$ cat src/hdl/scsc_mac.sv
// Shared multiply-accumulate unit: one 33x33 signed product per cycle, registered.
// No package dependencies.
module scsc_mac (
	input logic clk,
	input logic clr,
	input logic en,
	input logic signed [32:0] a,
	input logic signed [32:0] b,
	output logic signed [67:0] acc
);
	logic signed [65:0] prod_q;
	logic signed [67:0] acc_q;
	logic en_q, clr_q;
	always_ff @(posedge clk) begin
		prod_q <= a * b;
		en_q <= en;
		clr_q <= clr;
		if (clr_q)
			acc_q <= '0;
		else if (en_q)
			acc_q <= acc_q + 68'(prod_q);
	end
	assign acc = acc_q;
endmodule

$ cat config.mk
export PLATFORM = sky130hd
export DESIGN_NAME = scsc_mac
export DESIGN_NICKNAME = d
export VERILOG_FILES = /design/src/hdl/scsc_mac.sv
export SDC_FILE = /design/constraint.sdc
export NUM_CORES = 2
export LEC_CHECK = 0
export BUFFER_PORTS_ARGS = -buffer_cell sky130_fd_sc_hd__buf_2
export CORE_MARGIN = 2
export CORE_UTILIZATION = 60
export CTS_BUF_LIST = sky130_fd_sc_hd__clkbuf_16
export CTS_CLUSTER_DIAMETER = 60
export DETAILED_ROUTE_END_ITERATION = 6
export GPL_TIMING_DRIVEN = 0
export PLACE_DENSITY = 0.8
export REMOVE_ABC_BUFFERS = 1
export SLEW_MARGIN = 20
export SYNTH_ARGS = -nofsm -noshare
export SYNTH_HDL_FRONTEND = slang
export SYNTH_SLANG_ARGS = --single-unit
export TNS_END_PERCENT = 1
$ cat constraint.sdc
create_clock -name clk -period 10.6 [get_ports clk]
set_input_delay 3.18 -clock clk [delete_from_list [all_inputs] [get_ports clk]]
set_output_delay 3.18 -clock clk [all_outputs]
set_load 0.005 [all_outputs]
# Word-level counts from Yosys, hierarchy flattened
# Index checks and enable logic that the tools add are counted.
[op_classes]
multipliers = 1
n_addsub = 1
[op_table]
columns = ["cell", "count"]
rows = [
  ["$add A68 B66 Y68", 1],
  ["$mul A33 B33 Y66", 1],
]
[totals]
wordCells = 6
in_bits = 69
output_inout_bits = 68
regBits = 136

# Longest topological paths before layout
[depth]
ltp_word = 1
mapped_depth = 30

# Worst setup path before layout
# OpenSTA, ideal clock, no wires.
[synth_path]
path_type = "input to register"
from = "in a[32]"
to = "reg prod_q[64]"
stages = 29
slack_ns = 0.210
t_required_ns = 10.482
arrival_time_ns = 10.272
n_path_buf = 1
setup_time_ns = 0.118
cell_sequence = "clkbuf_1 nand2_1 inv_1 fa_1 inv_1 fa_1 inv_1 fa_1 inv_1 fa_1 inv_1 fa_1 fa_1 fa_1 inv_1 fa_1 inv_1 ha_1 nand2_1 or3_4 or3_1 nor4_2 a21oi_1 o21a_1 o211ai_2 a31oi_1 o21ai_1 a21oi_1 xnor2_1"
[synth_via]
elab_chain_cells = 1
[synth_rtl]
columns = ["item", "line", "text"]
rows = [
  ["start, declared", "7", "input logic signed [32:0] a,"],
  ["$mul A33 B33 Y66", "15", "prod_q <= a * b;"],
  ["end signal, assigned", "15", ""],
  ["end, declared", "11", "logic signed [65:0] prod_q;"],
]
# No other way between the ends.
# A chain may end at the register's enable or synchronous reset.

# Worst setup path in the final report
[layout_path]
from = "in b[14]"
to = "reg prod_q[59]"
[layout_via]
elab_chain_cells = 1
[layout_rtl]
columns = ["item", "line", "text"]
rows = [
  ["start, declared", "8", "input logic signed [32:0] b,"],
  ["$mul A33 B33 Y66", "15", ""],
]
# No other way between the ends.

==> metrics.txt <==
result of the run finished, final reports clean; initial antenna violation count 3; CP Class in2reg; clock tree root buffer cell sky130_fd_sc_hd__clkbuf_16; class of the most critical hold timing path reg2reg; fraction of the cycle the final worst path needs 0.976; TritonCTS buffer count 17; sink count of the clock tree about 140; number of iterations in the first detailed-routing pass 6; via density per instance between 5 and 6; clock skew after layout 13.7 ps; final critical path time including I/O delays and setup between 10000 and 15000 ps; Syn Inst Count 5067; half-perimeter wire length of the detailed placement result 92000 um; vias in the first global route 37873; CTS clk-pin slew, worst paths roughly 60 ps; placeable core region 76100 um2; area share of the largest cell type after synthesis 0.496; I/O pin count approximately 140; Final Hold Fails 0; prevailing post-synth register cell sky130_fd_sc_hd__dfxtp_1; H-Tree Level Count 4; buffers plus inverters on the worst setup path 6; most numerous cell in the Yosys netlist sky130_fd_sc_hd__inv_1; count of antenna diodes in the layout 0; leading post-synthesis cells by cell area sky130_fd_sc_hd__fa_1 (50%), sky130_fd_sc_hd__inv_1 (9.4%), sky130_fd_sc_hd__ha_1 (7.7%); number of flops mapped to enable cells by yosys 0; sequential share of the synthesized area 0.0589; signed area change from the synthesized netlist to the final layout 4.86%; Starting DRT DRC Count 2204; DRC violations left 0; initial core utilization 0.608; die outline area 79300 um2; kind of start point of the critical path primary input; quantity of hold-fixing buffers added after cts 0; slew at the pin with the worst max-slew slack 1040 ps; total track usage 0.315; kind of cell adding the most delay to the critical path adder cells; share of final-layout standard cells stronger than drive strength 1 0.0460; Slew Limit Fails 0; grt total ovfl 0; highest achievable clock rate 0.0967 GHz; number of distinct standard cells referenced by the synthesized netlist 76; Vias around 34000; number of non-filler instances in the completed layout ~6000; cell type of the slowest stage on the worst timing path sky130_fd_sc_hd__fa_2; pin count of the biggest net entering global routing between 70 and 80; Die X-Extent 282 um; number of rows in the core area around 100; max-slew headroom at the worst pin 0.302; kind of end point of the critical path register; clock buffer depth 2; Placed Cells incl. Taps between 5000 and 6000; Crit Path Max Fanout 33; number of nets in the layout ~6500; Syn Std Cell Area between 40000 and 50000 um2; wire length of the first global-routing pass ~200000 um; number of antenna-violating nets in the routed design 0; Setup-failing EPs final 0; slowest cell delay on critical path approximately 630 ps; Vert. Die Dim 282 um; register bit count reported by yosys around 140; Wirelength per Cell 19.7 um; yosys warns 0; cell type contributing the most total cell area after synthesis sky130_fd_sc_hd__fa_1; cell occurring most often along the worst timing path sky130_fd_sc_hd__fa_1; max_cap viols 0; gpl congestion 0.932; IO Port Bufs 136; syn avg cell area between 9 and 10 um2; routed wire length approximately 120000 um; data required time of the critical path ~11000 ps; most numerous cell types in the synthesized netlist sky130_fd_sc_hd__inv_1 (1160), sky130_fd_sc_hd__fa_1 (1146), sky130_fd_sc_hd__nand2_1 (616), sky130_fd_sc_hd__and2_1 (555), sky130_fd_sc_hd__ha_1 (284); post-synthesis async set-or-reset flop share 0; TritonCTS clock tree built; Worst Path Arrival 10700 ps; clock latency on the worst-skew pair roughly 440 ps
[registers in the layout, summed over array words and instances (netlist names)]
signal  cells
acc        68
clr_q       1
en_q        1
prod_q     66
[worst paths after layout]
path	from	to	slack [ps]	cells after the start
min reg2reg	acc[63]	acc[63]	520	2
max reg2reg	acc[0]	acc[62]	6530	14
max	b[14]	prod_q[59]	250	27
min	acc[63]	acc[63]	520	2
[worst register-to-register path, delay by kind of cell, from the launching register on]
| family | cells | cell delay (ps) |
|---|---|---|
| AND/OR/NAND/NOR | 2 | 680 |
| flip-flops | 1 | 350 |
| buffers and inverters | 1 | 70 |
| adder cells (fa/ha/maj) | 2 | 620 |
| AO/OA/AOI/OAI | 9 | 2270 |
[through the flow]
stage,cell area (um2),worst slack [ps],util,hold slack (ps),setup TNS [ps]
6_report,48500,254,0.637,516,0
5_1_grt,48500,-1.85,0.637,538,-1.85
4_1_cts,48200,-0.677,0.633,516,-0.677
3_5_place_dp,47300,-780,0.622,507,-14250
3_3_place_gp,47300,-947,0.622,493,-16560
2_1_floorplan,45300,416,-,474,0
[final cells by class]
class | count | area (um2)
Clock buffer | 17 | 425
Multi-Input combinational cell | 3524 | 38400
Tap cell | 1030 | 1290
Fill cell | 6197 | 27600
Inverter | 1161 | 4360
Clock inverter | 15 | 223
Sequential cell | 136 | 2730
Timing Repair Buffer | 145 | 1100
[cell usage in the layout, fill, tap and decap left out, types with 27 or more instances in the layout]
cell | netlist | final
sky130_fd_sc_hd__mux2i_1 | 39 | 39
sky130_fd_sc_hd__buf_6 | 0 | 32
sky130_fd_sc_hd__nand3_1 | 33 | 33
sky130_fd_sc_hd__xor2_1 | 35 | 35
sky130_fd_sc_hd__nand2b_1 | 27 | 27
sky130_fd_sc_hd__a21o_1 | 59 | 59
sky130_fd_sc_hd__and2_1 | 555 | 554
sky130_fd_sc_hd__nand2_1 | 616 | 614
sky130_fd_sc_hd__o21ai_0 | 62 | 60
sky130_fd_sc_hd__o21bai_1 | 30 | 30
sky130_fd_sc_hd__a21oi_1 | 161 | 156
sky130_fd_sc_hd__fa_1 | 1146 | 1139
sky130_fd_sc_hd__ha_1 | 284 | 281
sky130_fd_sc_hd__dfxtp_1 | 136 | 134
sky130_fd_sc_hd__xnor2_1 | 91 | 91
sky130_fd_sc_hd__inv_1 | 1160 | 1159
sky130_fd_sc_hd__nor2_1 | 151 | 151
sky130_fd_sc_hd__buf_2 | 0 | 72
[routing by layer]
layer / track usage / vias to the layer above / share of wire
li1: - / 14803 / -
met1: 0.381 / 17519 / 0.36
met2: 0.552 / 1474 / 0.51
met3: 0.0563 / 431 / 0.076
met4: 0.141 / 2 / 0.051
met5: 0 / - / 0.000076
[cell families after synthesis]
group,after synthesis,synth area share
mux,40,0.00869
simple gates,1484,0.159
compound gates,444,0.0624
fa+ha+maj,1430,0.573
buf+inv,1407,0.114
xor+xnor,126,0.0239
flops,136,0.0589
[repair_timing]
action                                  in CTS  in global routing
buffers inserted                             2                  5
gates resized for setup                     61                 71
endpoints found under the setup margin      16                 23
pin swaps                                    1                 10
cloned                                       0                  0
Power is not shown: default switching activity piles up to over one toggle a cycle in this logic, so the estimate is an artifact.
